==> src/chp_pkg.sv <==
// Shared types and codes for the cookie header parser.
// Used by the front, queue, back and top-level files; no dependencies.
package chp_pkg;

  // Default saturation limit of the byte offset.
  localparam longint unsigned MAX_LEN_DEF = 64'd65535;

  // Default depth of the queue between the front and the back.
  localparam int unsigned QUEUE_DEPTH_DEF = 2;

  // Width of the reported error offset.
  localparam int unsigned OFF_W = 16;

  // Status codes.
  localparam logic [2:0] ST_OK             = 3'd0;
  localparam logic [2:0] ST_EMPTY_NAME     = 3'd1;
  localparam logic [2:0] ST_INVALID_NAME   = 3'd2;
  localparam logic [2:0] ST_INVALID_SYNTAX = 3'd3;
  localparam logic [2:0] ST_INVALID_VALUE  = 3'd4;

  // Byte role codes.
  localparam logic [1:0] ROLE_OTHER = 2'd0;
  localparam logic [1:0] ROLE_NAME  = 2'd1;
  localparam logic [1:0] ROLE_VALUE = 2'd2;

  // One input request.
  typedef struct packed {
    logic [7:0] data_byte;
    logic       has_byte;
    logic       last;
  } in_item_t;

  // One result request.
  typedef struct packed {
    logic [1:0]       byte_role;
    logic             pair_end;
    logic             pair_quoted;
    logic             done_res;
    logic [2:0]       status;
    logic [OFF_W-1:0] error_offset;
  } out_item_t;

  // A classified byte as it travels from the front to the back.
  typedef struct packed {
    logic has_byte;
    logic last;
    logic ows;
    logic tchar;
    logic octet;
    logic eq;
    logic quote;
    logic semi;
  } cls_item_t;

  // Queue status seen by the front and the back.
  typedef struct packed {
    logic not_empty;
    logic full;
  } q_stat_t;

endpackage

==> src/chp_front.sv <==
// Front part of the cookie header parser: accepts input requests and
// classifies each byte into the character classes of the grammar.
// Depends on chp_pkg.
module chp_front (
  input  logic               in_valid,
  output logic               in_stall,
  input  chp_pkg::in_item_t  in_data,
  input  chp_pkg::q_stat_t   q_stat,
  output logic               q_push,
  output chp_pkg::cls_item_t q_wdata
);
  import chp_pkg::*;

  localparam logic [7:0] CH_TAB   = 8'h09;
  localparam logic [7:0] CH_SPACE = 8'h20;
  localparam logic [7:0] CH_QUOTE = 8'h22;
  localparam logic [7:0] CH_SEMI  = 8'h3b;
  localparam logic [7:0] CH_EQ    = 8'h3d;

  // RFC token character test.
  function automatic logic is_tchar(logic [7:0] c);
    logic alnum;
    logic punct;
    alnum = (c >= 8'h30 && c <= 8'h39) || (c >= 8'h41 && c <= 8'h5a) ||
            (c >= 8'h61 && c <= 8'h7a);
    punct = (c == 8'h21) || (c == 8'h23) || (c == 8'h24) || (c == 8'h25) ||
            (c == 8'h26) || (c == 8'h27) || (c == 8'h2a) || (c == 8'h2b) ||
            (c == 8'h2d) || (c == 8'h2e) || (c == 8'h5e) || (c == 8'h5f) ||
            (c == 8'h60) || (c == 8'h7c) || (c == 8'h7e);
    return alnum || punct;
  endfunction

  // Cookie-octet test.
  function automatic logic is_octet(logic [7:0] c);
    return (c == 8'h21) || (c >= 8'h23 && c <= 8'h2b) || (c >= 8'h2d && c <= 8'h3a) ||
           (c >= 8'h3c && c <= 8'h5b) || (c >= 8'h5d && c <= 8'h7e);
  endfunction

  // The front takes a request whenever the queue has room.
  assign in_stall = q_stat.full;
  assign q_push   = in_valid && !q_stat.full;

  // Classify the byte.
  always_comb begin
    q_wdata.has_byte = in_data.has_byte;
    q_wdata.last     = in_data.last;
    q_wdata.ows      = (in_data.data_byte == CH_SPACE) || (in_data.data_byte == CH_TAB);
    q_wdata.tchar    = is_tchar(in_data.data_byte);
    q_wdata.octet    = is_octet(in_data.data_byte);
    q_wdata.eq       = (in_data.data_byte == CH_EQ);
    q_wdata.quote    = (in_data.data_byte == CH_QUOTE);
    q_wdata.semi     = (in_data.data_byte == CH_SEMI);
  end

endmodule

==> src/chp_queue.sv <==
// Short queue of classified bytes between the front and the back.
// Depends on chp_pkg.
module chp_queue #(
  parameter int unsigned DEPTH = chp_pkg::QUEUE_DEPTH_DEF
) (
  input  logic               clk,
  input  logic               rst_n,
  input  logic               push,
  input  chp_pkg::cls_item_t wdata,
  input  logic               pop,
  output chp_pkg::cls_item_t rdata,
  output chp_pkg::q_stat_t   stat
);
  import chp_pkg::*;

  localparam int unsigned PTR_W = (DEPTH > 1) ? $clog2(DEPTH) : 1;
  localparam int unsigned CNT_W = $clog2(DEPTH + 1);

  cls_item_t        entry_r [DEPTH];
  logic [PTR_W-1:0] wr_ptr_r, wr_ptr_nxt;
  logic [PTR_W-1:0] rd_ptr_r, rd_ptr_nxt;
  logic [CNT_W-1:0] count_r, count_nxt;

  // Pointer and fill count update.
  always_comb begin
    wr_ptr_nxt = wr_ptr_r;
    rd_ptr_nxt = rd_ptr_r;
    count_nxt  = count_r;
    if (push) begin
      wr_ptr_nxt = (wr_ptr_r == PTR_W'(DEPTH - 1)) ? '0 : wr_ptr_r + 1'b1;
    end
    if (pop) begin
      rd_ptr_nxt = (rd_ptr_r == PTR_W'(DEPTH - 1)) ? '0 : rd_ptr_r + 1'b1;
    end
    if (push && !pop) begin
      count_nxt = count_r + 1'b1;
    end else if (pop && !push) begin
      count_nxt = count_r - 1'b1;
    end
  end

  always_ff @(posedge clk) begin
    if (!rst_n) begin
      wr_ptr_r <= '0;
      rd_ptr_r <= '0;
      count_r  <= '0;
    end else begin
      wr_ptr_r <= wr_ptr_nxt;
      rd_ptr_r <= rd_ptr_nxt;
      count_r  <= count_nxt;
    end
  end

  // Entry storage needs no reset.
  always_ff @(posedge clk) begin
    if (push) begin
      entry_r[wr_ptr_r] <= wdata;
    end
  end

  assign rdata          = entry_r[rd_ptr_r];
  assign stat.not_empty = (count_r != '0);
  assign stat.full      = (count_r == CNT_W'(DEPTH));

endmodule

==> src/chp_back.sv <==
// Back part of the cookie header parser: the per-byte grammar state
// machine, error latch and the result register. Depends on chp_pkg.
module chp_back #(
  parameter longint unsigned MAX_LEN = chp_pkg::MAX_LEN_DEF
) (
  input  logic               clk,
  input  logic               rst_n,
  input  logic               single_mode,
  input  chp_pkg::q_stat_t   q_stat,
  input  chp_pkg::cls_item_t q_rdata,
  output logic               q_pop,
  output logic               out_valid,
  input  logic               out_stall,
  output chp_pkg::out_item_t out_data
);
  import chp_pkg::*;

  localparam int unsigned POS_W = $clog2(MAX_LEN + 1);
  localparam int unsigned PH_W  = 3;

  // Parse phases.
  localparam logic [PH_W-1:0] PH_LEAD       = 3'd0;
  localparam logic [PH_W-1:0] PH_NAME_START = 3'd1;
  localparam logic [PH_W-1:0] PH_NAME       = 3'd2;
  localparam logic [PH_W-1:0] PH_VAL_START  = 3'd3;
  localparam logic [PH_W-1:0] PH_VAL        = 3'd4;
  localparam logic [PH_W-1:0] PH_QVAL       = 3'd5;
  localparam logic [PH_W-1:0] PH_QCLOSE     = 3'd6;
  localparam logic [PH_W-1:0] PH_AFTER_SEMI = 3'd7;

  // Class flags of a plain space, used when a deferred space is judged.
  localparam cls_item_t SPACE_CLS = '{has_byte: 1'b1, last: 1'b0, ows: 1'b1,
                                      tchar: 1'b0, octet: 1'b0, eq: 1'b0,
                                      quote: 1'b0, semi: 1'b0};

  typedef struct packed {
    logic [PH_W-1:0] phase;
    logic [1:0]      role;
    logic            pe;
    logic            vq_wr;
    logic            vq_val;
    logic            fail;
    logic [2:0]      kind;
  } step_res_t;

  typedef struct packed {
    logic       pe;
    logic       fail;
    logic [2:0] kind;
  } fin_res_t;

  // Judge one byte in the given phase.
  function automatic step_res_t take_byte(logic [PH_W-1:0] ph, cls_item_t c, logic single);
    step_res_t       r;
    logic [PH_W-1:0] p;
    logic            skip;
    r    = '0;
    p    = ph;
    skip = 1'b0;
    if (ph == PH_LEAD || ph == PH_AFTER_SEMI) begin
      if (!single && c.ows) begin
        skip = 1'b1;
      end else begin
        p = PH_NAME_START;
      end
    end
    r.phase = p;
    if (!skip) begin
      unique case (p)
        PH_NAME_START: begin
          if (c.tchar) begin
            r.phase = PH_NAME;
            r.role  = ROLE_NAME;
          end else begin
            r.fail = 1'b1;
            r.kind = c.eq ? ST_EMPTY_NAME : ST_INVALID_NAME;
          end
        end
        PH_NAME: begin
          if (c.tchar) begin
            r.role = ROLE_NAME;
          end else if (c.eq) begin
            r.phase  = PH_VAL_START;
            r.vq_wr  = 1'b1;
            r.vq_val = 1'b0;
          end else begin
            r.fail = 1'b1;
            r.kind = ST_INVALID_NAME;
          end
        end
        PH_VAL_START, PH_VAL: begin
          if (p == PH_VAL_START && c.quote) begin
            r.phase  = PH_QVAL;
            r.vq_wr  = 1'b1;
            r.vq_val = 1'b1;
          end else begin
            r.phase = PH_VAL;
            if (c.octet) begin
              r.role = ROLE_VALUE;
            end else if (c.semi) begin
              if (single) begin
                r.fail = 1'b1;
                r.kind = ST_INVALID_SYNTAX;
              end else begin
                r.pe    = 1'b1;
                r.phase = PH_AFTER_SEMI;
              end
            end else begin
              r.fail = 1'b1;
              r.kind = ST_INVALID_VALUE;
            end
          end
        end
        PH_QVAL: begin
          if (c.octet) begin
            r.role = ROLE_VALUE;
          end else if (c.quote) begin
            r.phase = PH_QCLOSE;
          end else begin
            r.fail = 1'b1;
            r.kind = ST_INVALID_VALUE;
          end
        end
        default: begin
          // Closing quote seen: only a separator may follow; in single mode nothing may.
          if (c.semi) begin
            if (single) begin
              r.fail = 1'b1;
              r.kind = ST_INVALID_SYNTAX;
            end else begin
              r.pe    = 1'b1;
              r.phase = PH_AFTER_SEMI;
            end
          end else begin
            r.fail = 1'b1;
            r.kind = ST_INVALID_VALUE;
          end
        end
      endcase
    end
    return r;
  endfunction

  // Judge the end of the text in the given phase.
  function automatic fin_res_t finish(logic [PH_W-1:0] ph, logic single);
    fin_res_t r;
    r = '0;
    unique case (ph)
      PH_LEAD: begin
        r.fail = 1'b1;
        r.kind = single ? ST_INVALID_NAME : ST_EMPTY_NAME;
      end
      PH_NAME_START: begin
        r.fail = 1'b1;
        r.kind = ST_INVALID_NAME;
      end
      PH_NAME: begin
        r.fail = 1'b1;
        r.kind = ST_INVALID_SYNTAX;
      end
      PH_VAL_START, PH_VAL, PH_QCLOSE: begin
        r.pe = 1'b1;
      end
      PH_QVAL: begin
        r.fail = 1'b1;
        r.kind = ST_INVALID_VALUE;
      end
      default: begin
        r.fail = 1'b1;
        r.kind = ST_EMPTY_NAME;
      end
    endcase
    return r;
  endfunction

  logic [PH_W-1:0]  phase_r, phase_nxt;
  logic [POS_W-1:0] pos_r, pos_nxt;
  logic [POS_W-1:0] pend_at_r, pend_at_nxt;
  logic             pend_r, pend_nxt;
  logic             vq_r, vq_nxt;
  logic [2:0]       err_kind_r, err_kind_nxt;
  logic [POS_W-1:0] err_at_r, err_at_nxt;
  logic             out_valid_r, out_valid_nxt;
  out_item_t        out_data_r, out_data_nxt;

  step_res_t        sp_res;
  step_res_t        by_res;
  fin_res_t         fin_res;
  logic [POS_W-1:0] end_at;
  logic             pe;
  logic [1:0]       role;

  // Take the next queued byte when the result register is free or being taken.
  assign q_pop = q_stat.not_empty && (!out_valid_r || !out_stall);

  // One byte step of the grammar.
  always_comb begin
    phase_nxt    = phase_r;
    pos_nxt      = pos_r;
    pend_at_nxt  = pend_at_r;
    pend_nxt     = pend_r;
    vq_nxt       = vq_r;
    err_kind_nxt = err_kind_r;
    err_at_nxt   = err_at_r;
    sp_res       = '0;
    by_res       = '0;
    fin_res      = '0;
    end_at       = '0;
    pe           = 1'b0;
    role         = ROLE_OTHER;

    if (q_rdata.has_byte) begin
      if (err_kind_nxt == ST_OK) begin
        if (!single_mode && q_rdata.ows && phase_nxt != PH_LEAD) begin
          // Defer a run of spaces; keep the offset of its first one.
          if (!pend_nxt) begin
            pend_nxt    = 1'b1;
            pend_at_nxt = pos_r;
          end
        end else begin
          // A deferred space turned out to be inside the text.
          if (pend_nxt) begin
            pend_nxt  = 1'b0;
            sp_res    = take_byte(phase_nxt, SPACE_CLS, single_mode);
            phase_nxt = sp_res.phase;
            pe        = pe || sp_res.pe;
            if (sp_res.vq_wr) begin
              vq_nxt = sp_res.vq_val;
            end
            if (sp_res.fail) begin
              err_kind_nxt = sp_res.kind;
              err_at_nxt   = pend_at_r;
            end
          end
          if (err_kind_nxt == ST_OK) begin
            by_res    = take_byte(phase_nxt, q_rdata, single_mode);
            phase_nxt = by_res.phase;
            pe        = pe || by_res.pe;
            role      = by_res.role;
            if (by_res.vq_wr) begin
              vq_nxt = by_res.vq_val;
            end
            if (by_res.fail) begin
              err_kind_nxt = by_res.kind;
              err_at_nxt   = pos_r;
            end
          end
        end
      end
      // Byte offset saturates at the limit.
      if (pos_r != POS_W'(MAX_LEN)) begin
        pos_nxt = pos_r + 1'b1;
      end
    end

    // End of the text: a trailing run of spaces ends it at its first offset.
    if (q_rdata.last && err_kind_nxt == ST_OK) begin
      end_at  = pend_nxt ? pend_at_nxt : pos_nxt;
      fin_res = finish(phase_nxt, single_mode);
      pe      = pe || fin_res.pe;
      if (fin_res.fail) begin
        err_kind_nxt = fin_res.kind;
        err_at_nxt   = end_at;
      end
    end

    out_data_nxt.byte_role    = role;
    out_data_nxt.pair_end     = pe;
    out_data_nxt.pair_quoted  = pe && vq_nxt;
    out_data_nxt.done_res     = q_rdata.last;
    out_data_nxt.status       = q_rdata.last ? err_kind_nxt : ST_OK;
    out_data_nxt.error_offset = (q_rdata.last && err_kind_nxt != ST_OK) ?
                                OFF_W'(err_at_nxt) : '0;

    // The last request returns the parse state to its reset value.
    if (q_rdata.last) begin
      phase_nxt    = PH_LEAD;
      pos_nxt      = '0;
      pend_at_nxt  = '0;
      pend_nxt     = 1'b0;
      vq_nxt       = 1'b0;
      err_kind_nxt = ST_OK;
      err_at_nxt   = '0;
    end
  end

  // Result register handshake.
  always_comb begin
    if (q_pop) begin
      out_valid_nxt = 1'b1;
    end else if (out_valid_r && !out_stall) begin
      out_valid_nxt = 1'b0;
    end else begin
      out_valid_nxt = out_valid_r;
    end
  end

  always_ff @(posedge clk) begin
    if (!rst_n) begin
      phase_r     <= PH_LEAD;
      pos_r       <= '0;
      pend_at_r   <= '0;
      pend_r      <= 1'b0;
      vq_r        <= 1'b0;
      err_kind_r  <= ST_OK;
      err_at_r    <= '0;
      out_valid_r <= 1'b0;
    end else begin
      out_valid_r <= out_valid_nxt;
      if (q_pop) begin
        phase_r    <= phase_nxt;
        pos_r      <= pos_nxt;
        pend_at_r  <= pend_at_nxt;
        pend_r     <= pend_nxt;
        vq_r       <= vq_nxt;
        err_kind_r <= err_kind_nxt;
        err_at_r   <= err_at_nxt;
      end
    end
  end

  // Result payload needs no reset.
  always_ff @(posedge clk) begin
    if (q_pop) begin
      out_data_r <= out_data_nxt;
    end
  end

  assign out_valid = out_valid_r;
  assign out_data  = out_data_r;

endmodule

==> src/cookie_header_parser.sv <==
// Cookie header parser: one byte per cycle unless stalled, one result per input request.
// Path: an accepted request is written into the queue, and the byte step of the back then
// moves it from the queue into the result register, where it is offered as a result.
// Throughput: one request per cycle, unless out_stall holds the result register and the queue fills.
// Reset: synchronous, active low; clears the parse state, empties the queue,
// drops any offered result and sets header mode.
module cookie_header_parser #(
  parameter longint unsigned MAX_LEN     = chp_pkg::MAX_LEN_DEF,
  parameter int unsigned     QUEUE_DEPTH = chp_pkg::QUEUE_DEPTH_DEF
) (
  input  logic               clk,
  input  logic               rst_n,
  input  logic               in_valid,
  output logic               in_stall,
  input  chp_pkg::in_item_t  in_data,
  output logic               out_valid,
  input  logic               out_stall,
  output chp_pkg::out_item_t out_data,
  input  logic               cfg_we,
  input  logic               cfg_wdata
);
  import chp_pkg::*;

  logic      single_mode_r, single_mode_nxt;
  logic      q_push;
  logic      q_pop;
  cls_item_t q_wdata;
  cls_item_t q_rdata;
  q_stat_t   q_stat;

  // Mode register, written through the configuration port.
  assign single_mode_nxt = cfg_we ? cfg_wdata : single_mode_r;

  always_ff @(posedge clk) begin
    if (!rst_n) begin
      single_mode_r <= 1'b0;
    end else begin
      single_mode_r <= single_mode_nxt;
    end
  end

  // Front: accept and classify.
  chp_front u_front (
    .in_valid (in_valid),
    .in_stall (in_stall),
    .in_data  (in_data),
    .q_stat   (q_stat),
    .q_push   (q_push),
    .q_wdata  (q_wdata)
  );

  // Queue between the two parts.
  chp_queue #(
    .DEPTH (QUEUE_DEPTH)
  ) u_queue (
    .clk   (clk),
    .rst_n (rst_n),
    .push  (q_push),
    .wdata (q_wdata),
    .pop   (q_pop),
    .rdata (q_rdata),
    .stat  (q_stat)
  );

  // Back: grammar state machine and result register.
  chp_back #(
    .MAX_LEN (MAX_LEN)
  ) u_back (
    .clk         (clk),
    .rst_n       (rst_n),
    .single_mode (single_mode_r),
    .q_stat      (q_stat),
    .q_rdata     (q_rdata),
    .q_pop       (q_pop),
    .out_valid   (out_valid),
    .out_stall   (out_stall),
    .out_data    (out_data)
  );

`ifndef SYNTHESIS
  // The queue is never written while full.
  a_no_overflow: assert property (@(posedge clk) disable iff (!rst_n)
    q_stat.full |-> !q_push)
    else $error("queue written while full");

  // A queued byte with a free result register shows up as a result next cycle.
  a_queue_drains: assert property (@(posedge clk) disable iff (!rst_n)
    (q_stat.not_empty && (!out_valid || !out_stall)) |=> out_valid)
    else $error("queued byte not moved to the result register");

  // Nothing is offered right after reset.
  a_reset_idle: assert property (@(posedge clk)
    $past(!rst_n) |-> !out_valid)
    else $error("result offered after reset");
`endif

endmodule
==> config.mk <==
export PLATFORM = sky130hd
export DESIGN_NAME = cookie_header_parser
export DESIGN_NICKNAME = d
export VERILOG_FILES = /design/src/chp_pkg.sv /design/src/chp_front.sv /design/src/chp_queue.sv /design/src/chp_back.sv /design/src/cookie_header_parser.sv
export SDC_FILE = /design/constraint.sdc
export NUM_CORES = 1
export LEC_CHECK = 0
export BUFFER_PORTS_ARGS = -buffer_cell sky130_fd_sc_hd__buf_2
export CORE_ASPECT_RATIO = 0.6
export CORE_MARGIN = 5
export CORE_UTILIZATION = 61
export CTS_BUF_LIST = sky130_fd_sc_hd__clkbuf_4 sky130_fd_sc_hd__clkbuf_8 sky130_fd_sc_hd__clkbuf_16
export CTS_CLUSTER_SIZE = 28
export DETAILED_ROUTE_END_ITERATION = 10
export PLACE_DENSITY = 0.87
export SYNTH_ARGS = -nofsm -noshare
export SYNTH_HDL_FRONTEND = slang
export SYNTH_SLANG_ARGS = --single-unit
==> constraint.sdc <==
create_clock -name clk -period 3.58 [get_ports clk]
set_input_delay 0.358 -clock clk [delete_from_list [all_inputs] [get_ports clk]]
set_output_delay 0.358 -clock clk [all_outputs]
set_load 0.05 [all_outputs]
# [Word-level counts from Yosys, hierarchy flattened]
# Memories as Yosys holds them, arrays and structs flattened. A register that Yosys moved wholly into a read port is not among the register bits.
# Cells that the tools add are included.
[totals] regBits=86 latchBits=0 ramBits=16 rom_bits=0 inputBits=16 output_inout_bits=26 n_memories=1
[memory_table] memory="u_queue.entry_r" depth=2 word_bits=8 rd=1 rd_ports_with_merged_regs=1 wr=1 line="chp_queue.sv:19" source="cls_item_t entry_r [DEPTH];"
[op_classes] addsub=5 mul=0 n_div=0 magnitude_cmp=14 eq_ne=39 shift=0 n_mux=144 bitwise_logic=3 reduce_logical=68
[ops] op="16-bit 2-to-1 mux" n=19
[ops] op="3-bit 2-to-1 mux" n=47
[ops] op="8-bit by 6-bit equality test with 1-bit output, second input constant" n=14
[ops] op="12-bit 2-to-1 mux" n=5
[ops] op="4-bit 2-to-1 mux" n=14
[ops] op="1-bit 2-to-1 mux" n=43
[ops] op="8-bit by 7-bit equality test with 1-bit output, second input constant" n=5
[ops] op="8-bit by 6-bit greater-or-equal comparator with 1-bit output, second input constant" n=4
[ops] op="8-bit by 7-bit <= comparator with 1-bit output, second input constant" n=4
[ops] op="1-bit logical OR" n=27
[ops] op="3-bit equality test, second input constant" n=8
[ops] op="8-bit by 7-bit greater-or-equal comparator with 1-bit output, second input constant" n=3
[ops] op="8-bit by 6-bit <= comparator with 1-bit output, second input constant" n=3
[ops] op="4-bit one-hot mux with 5 select lines" n=1
[ops] op="3-bit by 2-bit equality test with 1-bit output, second input constant" n=6
[ops] op="1-bit logical AND" n=18
[ops] op="3-bit zero test" n=6
[ops] op="16-bit by 1-bit adder with 16-bit output, second input constant" n=1
[ops] op="2-bit 2-to-1 mux" n=8
[ops] op="16-bit inequality test, second input constant" n=1
[ops] op="4-bit one-hot mux with 4 select lines" n=1
[ops] op="3-bit one-hot mux with 4 select lines" n=1
[ops] op="3-bit by 1-bit equality test with 1-bit output, second input constant" n=3
[ops] op="8-bit by 4-bit equality test with 1-bit output, second input constant" n=1
[ops] op="other kinds (16)" n=30

# [Logic depth before layout (Yosys ltp)]
# Gate-level depths: netlist of the first run.
[logic_depth] depth_word=46 depth_mapped=12

# [By module]
# From an unflattened synthesis of the first run, not the netlist that was laid out.
[unflattened] cells_unflattened=728 area_unflattened_um2=6413.7
[modules_own_cells] mod="chp_back" n_inst=1 cells_per_inst=623 area_per_inst_um2=5237.5 seq_area_each_um2=1861.8
[modules_own_cells] mod="chp_queue" n_inst=1 cells_per_inst=47 area_per_inst_um2=797.0 seq_area_each_um2=580.6
[modules_own_cells] mod="chp_front" n_inst=1 cells_per_inst=55 area_per_inst_um2=342.8 seq_area_each_um2=0.0
[modules_own_cells] mod="cookie_header_parser" n_inst=1 cells_per_inst=3 area_per_inst_um2=36.3 seq_area_each_um2=20.0

# [Worst setup path after synthesis of the first run]
# Ideal clock, no wire load.
[synth_timing] path_kind="register to register" start="register with a tool-made name" end="register u_back.out_data_r (netlist bit u_back.out_data[5]), data pin" setup_ns=0.262 t_arrival_ns=2.734 required_time_ns=3.318 path_slack_ns=0.583 path_stages_with_launch=12 path_buffers=4 path_cell_list="dfxtp_1 buf_6 buf_4 mux2_2 a211oi_1 and2_1 clkbuf_1 o2111a_1 o41ai_1 o31ai_2 buf_2 a21oi_1"
[synth_lines] item="end signal, assigned" line="chp_back.sv:325" source="out_data_r <= out_data_nxt;"
[synth_lines] item="end, declared" line="chp_back.sv:184" source="out_item_t out_data_r, out_data_nxt;"

==> key figures, run 1 <==
Timing
  • Layout Skew: 0.00703 ns
  • Final setup viols: 0
  • Period utilization: 0.949
  • Worst hold slack: 0.209 ns
  • RSZ-0062 raised after global routing: false
  • Max Transition Viols Final: 0
  • Final critical-path required period: 3.40 ns
  • Slew HR: 0.421
  • Slew @ Worst Pin: 0.860 ns
  • Max frequency: 0.294 GHz
  • Final hold vios: 0

Pwr
  • PnR Total Power: 6170 uW
  • Maximum vdd drop: approximately 0.67 mV
  • P_leak: 0.00263 uW
  • Pwr per Cell Area: 836 nW/um2

Clock tree
  • TritonCTS buffer count: 9
  • Hold Buf Count CTS: 0
  • H-tree level count: 3
  • CTS tree: yes
  • Root buffer cell: clkbuf_16
  • Clock Latency Late Sink: 0.34 ns
  • Clock slew at reported path FFs: ~0.07 ns
  • CTS Buffer Depth: 2
  • CTS Sinks: 103

Layout
  • Most common cell after layout, fill and taps aside: nand2_1
  • Area grow syn2layout: 16.6%
  • Ant diodes: 0
  • Most frequent cells in the layout: nand2_1, buf_4, dfxtp_1
  • Final core occ: 0.739
  • Design Area, Final: 7380 um2
  • Final nets: 839
  • Share of layout cells above drive strength 1: 0.196

Yosys
  • Post-Syn Nets: 771
  • Top FF cell, synth: dfxtp_1
  • Number of synthesized register bits: 103
  • Synth cell types: a little under 80
  • Synth Area per Inst: 8.40 um2
  • Post-synthesis instance total: 753
  • Synth Cell Area: 6330 um2
  • Post-synth ARST share: 0
  • Post-synth EDFFs: 40
  • Post-synthesis sequential area ratio: 0.389
  • Synth Warn #: 0

Placement
  • DP Area: 7060 um2
  • Detailed Place HPWL: 15700 um
  • Final GP Congestion: 1.03
  • Buffers added on ports: 41

Floorplan
  • FP Rows: 28
  • Width of the die: 141 um
  • Initial Util: 0.634
  • Die extent in y: 88.9 um
  • I/O pin total: 42
  • Core ar.: 9980 um2
  • Die area: ~13000 um2

Route
  • Initial DRC count: 1349
  • Pre-antenna DRT Iters: 6
  • Routed Wire Length: 21500 um
  • Routed len/inst: roughly 22 um
  • Antenna-violating nets left: 0
  • Total vias in the final route: 6720
  • DR vias/cell: 6.99
  • DRC violations left: 0

GRT
  • Initial antenna violation count: 0
  • All-Layer GR Usage: 0.343
  • Largest net degree at the start of global routing: 50
  • First-pass GRT wire length: 33200 um
  • Vias in the first global route: approximately 6000
  • Aggregate global routing overflow: 0

Critical path
  • Required time of the critical path: approximately 3.8 ns
  • Crit path DAT: 3.58 ns
  • Reg2reg setup slack: 0.18 ns
  • Critical path launch point type: flip-flop
  • Reg-to-Reg End: u_back.out_data[11]$_SDFFCE_PN0P_
  • Critical path endpoint category: flip-flop
  • Worst r2r path cells: 10
  • Worst-path maximum fanout: 21
  • Critical path type: reg -> reg

Run
  • Max_cap viols: 0

Min path
  • Hold WC Path Type: in -> reg
  • Hold Path Origin: in_data[0]
  • Hold path endpoint: u_queue.entry_r[1][6]$_DFFE_PP_
  • Hold Crit Depth: 1

Run status
  • Status: completed
-- sequential cells by signal, summed over array words and instances, names as in the netlist, 2 cells and up, named ones only --
register           cells
u_back.pos_r          16
u_back.err_kind_r      3
u_queue.count_r        2
u_back.pend_at_r      16
u_back.out_data       24
u_back.phase_r         3
u_back.err_at_r       16
u_queue.entry_r       16
-- critical path, stage by stage (launching register included) --
cell      delay [ns]
dfxtp_2         0.42
buf_4           0.19
mux2i_1         0.32
nor3_1          0.10
or4_1           0.56
o211a_1         0.29
or2_2           0.35
mux2i_2         0.36
buf_12          0.22
o221ai_1        0.18
a21oi_1         0.23
-- synthesized netlist by cell type, types with 16 or more instances --
library cell / number / share of area
o21ai_0: 54 / 0.043
nand2_1: 82 / 0.049
nor2b_1: 32 / 0.032
o32ai_1: 17 / 0.024
dfxtp_1: 63 / 0.20
nand3_1: 25 / 0.020
o221ai_1: 24 / 0.033
a22oi_1: 23 / 0.027
clkbuf_1: 47 / 0.028
nor2_1: 47 / 0.028
edfxtp_1: 40 / 0.19
nor3_1: 16 / 0.013
a21oi_1: 55 / 0.043
-- what timing repair did --
item | CTS | global route
resized for setup | 1 | 3
pin swaps | 0 | 1
hold endpoints to repair | 0 | 0
setup buffers | 0 | 2
endpoints found under the setup margin | 16 | 15
-- layout make-up --
type / count / area [um2]
Multi-Input combinational cell: 570 / 3570
Fill cell: 801 / 2600
Sequential cell: 103 / 2460
Timing Repair Buffer: 122 / 838
Clock buffer: 12 / 254
Tap cell: 135 / 169
Inverter: 15 / 56.3
Clock inverter: 4 / 28.8
-- layer usage --
metal  GRT usage  part of all wire
met3       0.139              0.17
met2       0.479              0.39
met5           0                 0
met1       0.507              0.42
met4      0.0557             0.019
-- report_power, final --
group | switching, uW | internal, uW | total (uW)
sequential | 131 | 1520 | 1650
clock | 436 | 511 | 948
combinational | 2380 | 1200 | 3570
-- kinds of logic after synthesis --
kind of cell	Yosys count	synth area share
AO/OA/AOI/OAI	261	0.286
adder cells (fa/ha/maj)	2	0.00395
buffers and inverters	80	0.0528
multiplexers	20	0.0358
AND/OR/NAND/NOR	284	0.228
XOR/XNOR	3	0.00415
flip-flops	103	0.389
-- metrics by stage --
stage / cells / setup slack (ns) / TNS (ns)
final: 961 / 0.184 / 0
after global routing: 961 / 0.0653 / 0
after CTS: 959 / 0.0317 / 0
after detailed placement: 943 / -0.236 / -2.80
after global placement: 943 / 0.0271 / 0
after floorplan: 753 / 0.583 / 0
-- worst max-delay path by stage --
stage                          from                                 to  slack (ns)  cells past startpoint
after floorplan           flip-flop   u_back.out_data[5]$_SDFFCE_PN0P_        0.58                     11
after global placement    flip-flop  u_back.out_data[10]$_SDFFCE_PN0P_        0.03                      9
after detailed placement  flip-flop   u_back.out_data[9]$_SDFFCE_PN0P_       -0.24                      9
after CTS                 flip-flop   u_back.out_data[9]$_SDFFCE_PN0P_        0.03                      9
after global routing      flip-flop  u_back.out_data[11]$_SDFFCE_PN0P_        0.07                     10
final                     flip-flop  u_back.out_data[11]$_SDFFCE_PN0P_        0.18                     10
(Power assumes the default switching activity.)
==> inputs of run 2 (changes only) <==
==> constraint.sdc (replaced) <==
create_clock -name clk -period 3.58 [get_ports clk]
set_input_delay 0.716 -clock clk [delete_from_list [all_inputs] [get_ports clk]]
set_output_delay 0.716 -clock clk [all_outputs]
set_load 0.05 [all_outputs]
==> run 2 against run 1 <==
Die area is the same. Via count shrank 1.5%. Core utilization shrank 2.2 points. Clock-buffer cell count shrank 3. Worst hold slack gained 0.26 ns. Sequential power is essentially flat. Clock power grew 0.7%.
==> key figures, run 2 (same netlist as run 1, synthesis figures left out) <==
Placement
  • Detailed Place HPWL: 15700 um (about the same)
  • Dpl cells: 917 (-2.8%)
  • Buffers added on ports: 41 (unchanged)
  • Final GP Congestion: 1.01 (-1.4%)

Timing
  • Slew HR: 0.194 (-0.227)
  • Max Transition Viols Final: 0 (unchanged)
  • Layout Skew: 0.0120 ns (+0.00502 ns)
  • Max frequency: 0.290 GHz (-1.5%)
  • Period utilization: 0.963 (+0.0149)
  • Slew @ Worst Pin: 1.18 ns (+0.316 ns)
  • RSZ-0062 raised after global routing: false
  • Final setup viols: 0 (unchanged)
  • Sum Neg Setup Slack: 0 ns (unchanged)
  • Final critical-path required period: 3.45 ns (+0.0534 ns)
  • Final hold vios: 0 (unchanged)

Route
  • Initial DRC count: 1086 (-19%)
  • DRC violations left: 0 (unchanged)
  • DR vias/cell: 7.10 (+1.5%)
  • Routed Wire Length: 21500 um (about the same)
  • Total vias in the final route: 6622 (-1.5%)
  • Pre-antenna DRT Iters: 5 (-1)
  • Antenna-violating nets left: 0 (unchanged)
  • Routed len/inst: 23.0 um (+3.0%)

GRT
  • Met1 usage: 0.527 (+0.0202)
  • Met2 usage: 0.444 (-0.0354)
  • First-pass GRT wire length: 33400 um (+0.68%)
  • Aggregate global routing overflow: 0 (unchanged)
  • Largest net degree at the start of global routing: 50 (unchanged)
  • Busiest grt layer: met1
  • Met3 Use GR: 0.167 (+0.0278)
  • All-Layer GR Usage: 0.346 (+0.00349)
  • Vias in the first global route: 5871 (-2.1%)
  • Initial antenna violation count: 0 (unchanged)

Layout
  • Seq. cell area: 2460 um2 (about the same)
  • Most frequent cells in the layout: nand2_1, dfxtp_1, a21oi_1
  • Ant diodes: 0 (unchanged)
  • Area grow syn2layout: 13.1%
  • Most common cell after layout, fill and taps aside: nand2_1
  • FILL cells: 760 (-5.1%)
  • Area of the multi-input gates: 3570 um2 (about the same)
  • Final nets: 811 (-3.3%)
  • Max FFs per register: 24 (unchanged)
  • Share of layout cells above drive strength 1: 0.169 (-0.0270)
  • Final non-filler cell total: 933 (-2.9%)

Critical path
  • Worst-path maximum fanout: 23 (+9.5%)
  • Crit path DAT: 3.65 ns (+0.07 ns)
  • Critical path launch point type: flip-flop
  • Required time of the critical path: 3.79 ns (+0.03 ns)
  • Crit-path slowest cell: or4_1
  • Critical path endpoint category: flip-flop
  • Slowest stage delay, CP: 0.59 ns (+0.03 ns)
  • Launching point of the worst reg2reg path: u_back.phase_r[2]$_SDFFE_PN0P_
  • Reg-to-Reg End: u_back.out_data[9]$_SDFFCE_PN0P_
  • Worst path most repeated cell: or4_1
  • Worst r2r path cells: 9 (-1)
  • Kind of cell adding the most delay to the critical path: simple AND/OR/NAND/NOR gates
  • Sum of buffers and inverters on the critical path: 1 (-1)
  • Critical path type: reg -> reg
  • Reg2reg setup slack: 0.13 ns (-0.05 ns)
  • CP Cell Sequence: or3b_2, a221oi_1, or4_1, o211a_1, or2_2, mux2i_2, buf_12, or4_1, a21oi_1

Floorplan
  • Die extent in y: 88.9 um (unchanged)
  • I/O pin total: 42 (unchanged)
  • Core ar.: 9980 um2 (unchanged)
  • Die area: 12600 um2 (unchanged)
  • Initial Util: 0.634 (unchanged)
  • FP Rows: 28 (unchanged)
  • Width of the die: 141 um (unchanged)

Clock tree
  • TritonCTS buffer count: 9 (unchanged)
  • CTS Buffer Depth: 2 (unchanged)
  • Postcts setup bufs: 0 (unchanged)
  • H-tree level count: 3 (unchanged)
  • Clock slew at reported path FFs: 0.07 ns (about the same)
  • Hold Buf Count CTS: 0 (unchanged)
  • Clock Latency Late Sink: 0.36 ns (+0.02 ns)
  • CTS Sinks: 103 (unchanged)
  • CTS tree: yes
  • Root buffer cell: clkbuf_16

Min path
  • Hold Crit Depth: 2 (+1)
  • Hold Path Origin: u_back.err_at_r[10]$_SDFFE_PN0P_
  • Hold path endpoint: u_back.err_at_r[10]$_SDFFE_PN0P_
  • Hold WC Path Type: reg -> reg

Run status
  • Status: completed

Pwr
  • Maximum vdd drop: 0.554 mV (-17%)
  • P_leak: 0.00249 uW (-5.4%)
  • Pwr per Cell Area: 848 nW/um2 (+1.4%)

Run
  • Max_cap viols: 0 (unchanged)
-- run 2: final cells by class --
type / count / share of cell area
Clock buffer: 9 / 0.0315
Clock inverter: 7 / 0.00769
Inverter: 15 / 0.00787
Multi-Input combinational cell: 570 / 0.499
Sequential cell: 103 / 0.344
Tap cell: 135 / 0.0236
Timing Repair Buffer: 94 / 0.0865
-- run 2: worst max-delay path by stage --
stage / start / to / slack (ns) / cells past startpoint
after floorplan: flip-flop / u_back.out_data[5]$_SDFFCE_PN0P_ / 0.58 / 11
final: u_back.phase_r[2]$_SDFFE_PN0P_ / u_back.out_data[9]$_SDFFCE_PN0P_ / 0.13 / 9
after global placement: u_back.phase_r[2]$_SDFFE_PN0P_ / u_back.out_data[10]$_SDFFCE_PN0P_ / 0.008 / 9
after CTS: u_back.phase_r[2]$_SDFFE_PN0P_ / u_back.out_data[9]$_SDFFCE_PN0P_ / 0.007 / 9
after detailed placement: u_back.phase_r[2]$_SDFFE_PN0P_ / u_back.out_data[9]$_SDFFCE_PN0P_ / 0.02 / 9
after global routing: u_back.phase_r[2]$_SDFFE_PN0P_ / u_back.out_data[10]$_SDFFCE_PN0P_ / 0.03 / 9
-- run 2: repair_timing --
| action | CTS | global route |
|---|---|---|
| hold endpoints to repair | 0 | 0 |
| resized for setup | 1 | 6 |
| pin swaps | 0 | 0 |
| endpoints found under the setup margin | 1 | 33 |
-- run 2: per-layer routing --
metal,up-vias,wire length [um]
li1,2943,-
met1,3099,9380
met2,541,8010
met3,39,3830
met4,0,234
met5,-,0
-- run 2: power by group --
group	leakage [uW]	internal (uW)	total [uW]	switching [uW]
combinational	0.00145	1040	3440	2400
clock	0.000138	481	955	474
sequential	0.000900	1520	1670	151
total	0.00249	3040	6070	3020
-- run 2: worst register-to-register path: cells and delay by family (launching register included) --
family,cells,cell delay [ns]
AO/OA/AOI/OAI,3,0.90
AND/OR/NAND/NOR,4,1.53
flip-flops,1,0.58
multiplexers,1,0.10
buffers and inverters,1,0.18
-- run 2: stage by stage --
step / util / total power, uW / setup slack (ns) / hold slack (ns) / cell area, um2
after global placement: 0.686 / 4880 / 0.00768 / 0.435 / 6850
after CTS: 0.715 / 5890 / 0.00733 / 0.466 / 7140
final: 0.717 / 6070 / 0.131 / 0.465 / 7160
after detailed placement: 0.686 / 4930 / 0.0236 / 0.451 / 6850
after floorplan: - / 3830 / 0.583 / 0.425 / 6330
after global routing: 0.717 / 6290 / 0.0302 / 0.491 / 7160
==> inputs of run 3 (changes only) <==
--- a/config.mk
+++ b/config.mk
@@ -7,12 +7,13 @@
 export LEC_CHECK = 0
 export BUFFER_PORTS_ARGS = -buffer_cell sky130_fd_sc_hd__buf_2
 export CORE_ASPECT_RATIO = 0.6
-export CORE_MARGIN = 5
+export CORE_MARGIN = 8
 export CORE_UTILIZATION = 61
 export CTS_BUF_LIST = sky130_fd_sc_hd__clkbuf_4 sky130_fd_sc_hd__clkbuf_8 sky130_fd_sc_hd__clkbuf_16
 export CTS_CLUSTER_SIZE = 28
 export DETAILED_ROUTE_END_ITERATION = 10
-export PLACE_DENSITY = 0.87
+export PLACE_DENSITY_LB_ADDON = 0.08
+export RECOVER_POWER = 50
 export SYNTH_ARGS = -nofsm -noshare
 export SYNTH_HDL_FRONTEND = slang
 export SYNTH_SLANG_ARGS = --single-unit
==> run 3 against run 2 <==
The run now ends with capacitance limit, slew limit left. Cell area grew 0.94%. Global-route usage shrank 5.7 points. Worst setup slack lost 0.014 ns. Sequential share of layout area shrank 0.36 points. Via count grew 0.86%. Worst hold slack is essentially flat. Highest routed layer unchanged. Largest power group unchanged. Clock skew shrank 0.00087 ns. Register-to-register slack is essentially flat. Final cell count grew 0.96%. Core utilization grew 0.68 points.
==> key figures, run 3 (same netlist as run 1, synthesis figures left out) <==
Run status
  • Failing checks: capacitance limit, slew limit
  • Status: finished, violations left

GRT
  • Busiest grt layer: met1
  • Vias in the first global route: 5971 (+1.7%)
  • All-Layer GR Usage: 0.290 (-0.0565)
  • Largest net degree at the start of global routing: 50 (unchanged)
  • Initial antenna violation count: 0 (unchanged)
  • Aggregate global routing overflow: 0 (unchanged)
  • Met1 usage: 0.415 (-0.111)
  • Met3 Use GR: 0.115 (-0.0522)
  • Met2 usage: 0.394 (-0.0501)
  • First-pass GRT wire length: 32300 um (-3.4%)

Critical path
  • Crit path DAT: 3.65 ns (about the same)
  • Critical path type: reg -> reg
  • Critical path launch point type: flip-flop
  • Worst path most repeated cell: buf_4
  • CP Cell Sequence: buf_4, or3b_1, a2111oi_2, buf_4, or4_1, o211a_1, o21ai_0, o41ai_1, buf_4, o31ai_2, buf_4, a21oi_1
  • Crit-path slowest cell: a2111oi_2
  • Slowest stage delay, CP: 0.50 ns (-0.09 ns)
  • Worst-path maximum fanout: 16 (-30%)
  • Required time of the critical path: 3.77 ns (-0.02 ns)
  • Critical path endpoint category: flip-flop
  • Reg2reg setup slack: 0.12 ns (about the same)

Layout
  • Area grow syn2layout: 14.2%
  • Ant diodes: 0 (unchanged)
  • Max FFs per register: 24 (unchanged)
  • Share of layout cells above drive strength 1: 0.139 (-0.0304)
  • Final nets: 820 (+1.1%)
  • Design Area, Final: 7230 um2 (+0.94%)
  • Most frequent cells in the layout: nand2_1, dfxtp_1, buf_4
  • Most common cell after layout, fill and taps aside: nand2_1

Route
  • Initial DRC count: 1370 (+26%)
  • DRC violations left: 0 (unchanged)
  • DR vias/cell: 7.09 (-0.10%)
  • Antenna-violating nets left: 0 (unchanged)
  • Total vias in the final route: 6679 (+0.86%)
  • Routed len/inst: 21.9 um (-4.7%)
  • Pre-antenna DRT Iters: 6 (+1)
  • Routed Wire Length: 20700 um (-3.7%)

Timing
  • Layout Skew: 0.0112 ns (-0.000869 ns)
  • Max Transition Viols Final: 50 (+50)
  • Period utilization: 0.967 (+0.00401)
  • Max frequency: 0.289 GHz (-0.41%)
  • Slew HR: -0.316 (-0.510)
  • RSZ-0062 raised after global routing: false
  • Slew @ Worst Pin: 1.97 ns (+0.798 ns)
  • Final hold vios: 0 (unchanged)
  • Sum Neg Setup Slack: 0 ns (unchanged)
  • Final critical-path required period: 3.46 ns (+0.0144 ns)
  • Min setup slack post-route: 0.117 ns (-0.0144 ns)
  • Final setup viols: 0 (unchanged)

Placement
  • Detailed Place HPWL: 14800 um (-5.3%)
  • DP Area: 6930 um2 (+1.2%)
  • Final GP Congestion: 1.03 (+2.0%)
  • Place WS: 0.0840 ns (+0.0604 ns)
  • Buffers added on ports: 41 (unchanged)

Clock tree
  • Clock slew at reported path FFs: 0.07 ns (about the same)
  • TritonCTS buffer count: 9 (unchanged)
  • Hold Buf Count CTS: 0 (unchanged)
  • CTS tree: yes
  • CTS Sinks: 103 (unchanged)
  • H-tree level count: 3 (unchanged)
  • Clock Latency Late Sink: 0.35 ns (about the same)
  • CTS Buffer Depth: 2 (unchanged)
  • Root buffer cell: clkbuf_16

Pwr
  • Pwr per Cell Area: 835 nW/um2 (-1.5%)
  • Clock power share: 0.173 (+0.016)
  • Maximum vdd drop: 0.547 mV (-1.2%)
  • Internal power: 3150 uW (+3.5%)
  • Switching Fraction: 0.478 (-0.0203)
  • Psw: 2880 uW (-4.6%)
  • P_leak: 0.00247 uW (-0.80%)
  • Reg power frac: 0.276 (about the same)
  • Power share of the combinational group: 0.551 (-0.016)

Floorplan
  • FP Rows: 28 (unchanged)
  • Die extent in y: 94.9 um (+6.7%)
  • Die area: 14000 um2 (+11%)
  • Initial Util: 0.634 (unchanged)
  • Width of the die: 147 um (+4.2%)
  • I/O pin total: 42 (unchanged)
  • Core ar.: 9980 um2 (unchanged)

Min path
  • Hold WC Path Type: reg -> reg

Run
  • Max_cap viols: 1 (+1)
## run 3: cell count changes in the layout (fill, tap and decap cells not counted), moves of 2 or more
cell,before,now
dfxtp_2,2,0
clkbuf_16,9,11
clkbuf_1,0,29
buf_4,51,59
clkinv_2,2,0
dfxtp_1,61,63
buf_2,41,13
## run 3: final cells by class
| class | instances | area (um2) |
|---|---|---|
| fill | 773 | 2760 |
| multi-input combinational | 570 | 3560 |
| tap | 135 | 169 |
| clock inverter | 3 | 28.8 |
| clock buffer | 13 | 297 |
| timing repair buffer | 103 | 657 |
| sequential | 103 | 2460 |
| inverter | 15 | 56.3 |
## run 3: timing repair
item / CTS / global route
endpoints found under the setup margin: 0 / 19
buffers inserted: 0 / 0
gates resized for setup: 0 / 2
## run 3: metrics by stage
step / hold slack, ns / instances / utilization / power (uW)
final: 0.465 / 942 / 0.724 / 6030
after global routing: 0.489 / 942 / 0.724 / 6260
after CTS: 0.464 / 942 / 0.727 / 5940
after detailed placement: 0.448 / 926 / 0.694 / 4890
after global placement: 0.436 / 926 / 0.694 / 4850
after floorplan: 0.425 / 753 / - / 3830
## run 3: layer usage
metal,vias up,share of wire
met1,3019,0.43
met5,-,0
met3,76,0.17
met4,0,0.024
li1,2965,-
met2,619,0.38
## run 3: worst paths after layout
| check | end | from | cells after the start |
|---|---|---|---|
| worst max-delay path | u_back.out_data[7]$_SDFFCE_PN0P_ | flip-flop | 12 |
| worst min register to register | u_back.err_at_r[13]$_SDFFE_PN0P_ | u_back.err_at_r[13]$_SDFFE_PN0P_ | 2 |
| worst max register to register | u_back.out_data[7]$_SDFFCE_PN0P_ | flip-flop | 12 |
| worst min-delay path | u_back.err_at_r[13]$_SDFFE_PN0P_ | u_back.err_at_r[13]$_SDFFE_PN0P_ | 2 |
## run 3: power groups by stage
stage | combinational (uW) | sequential, uW | clock [uW]
final | 3320 | 1660 | 1050
after global routing | 3490 | 1690 | 1090
after CTS | 3230 | 1650 | 1050
after detailed placement | 3210 | 1680 | 0
after global placement | 3180 | 1670 | 0
after floorplan | 1740 | 2100 | 0
## run 3: critical path, delay by kind of cell, from the launching register on
kind / cells / cell delay (ns)
compound gates: 6 / 1.46
buf+inv: 4 / 0.87
flops: 1 / 0.46
simple gates: 2 / 0.53
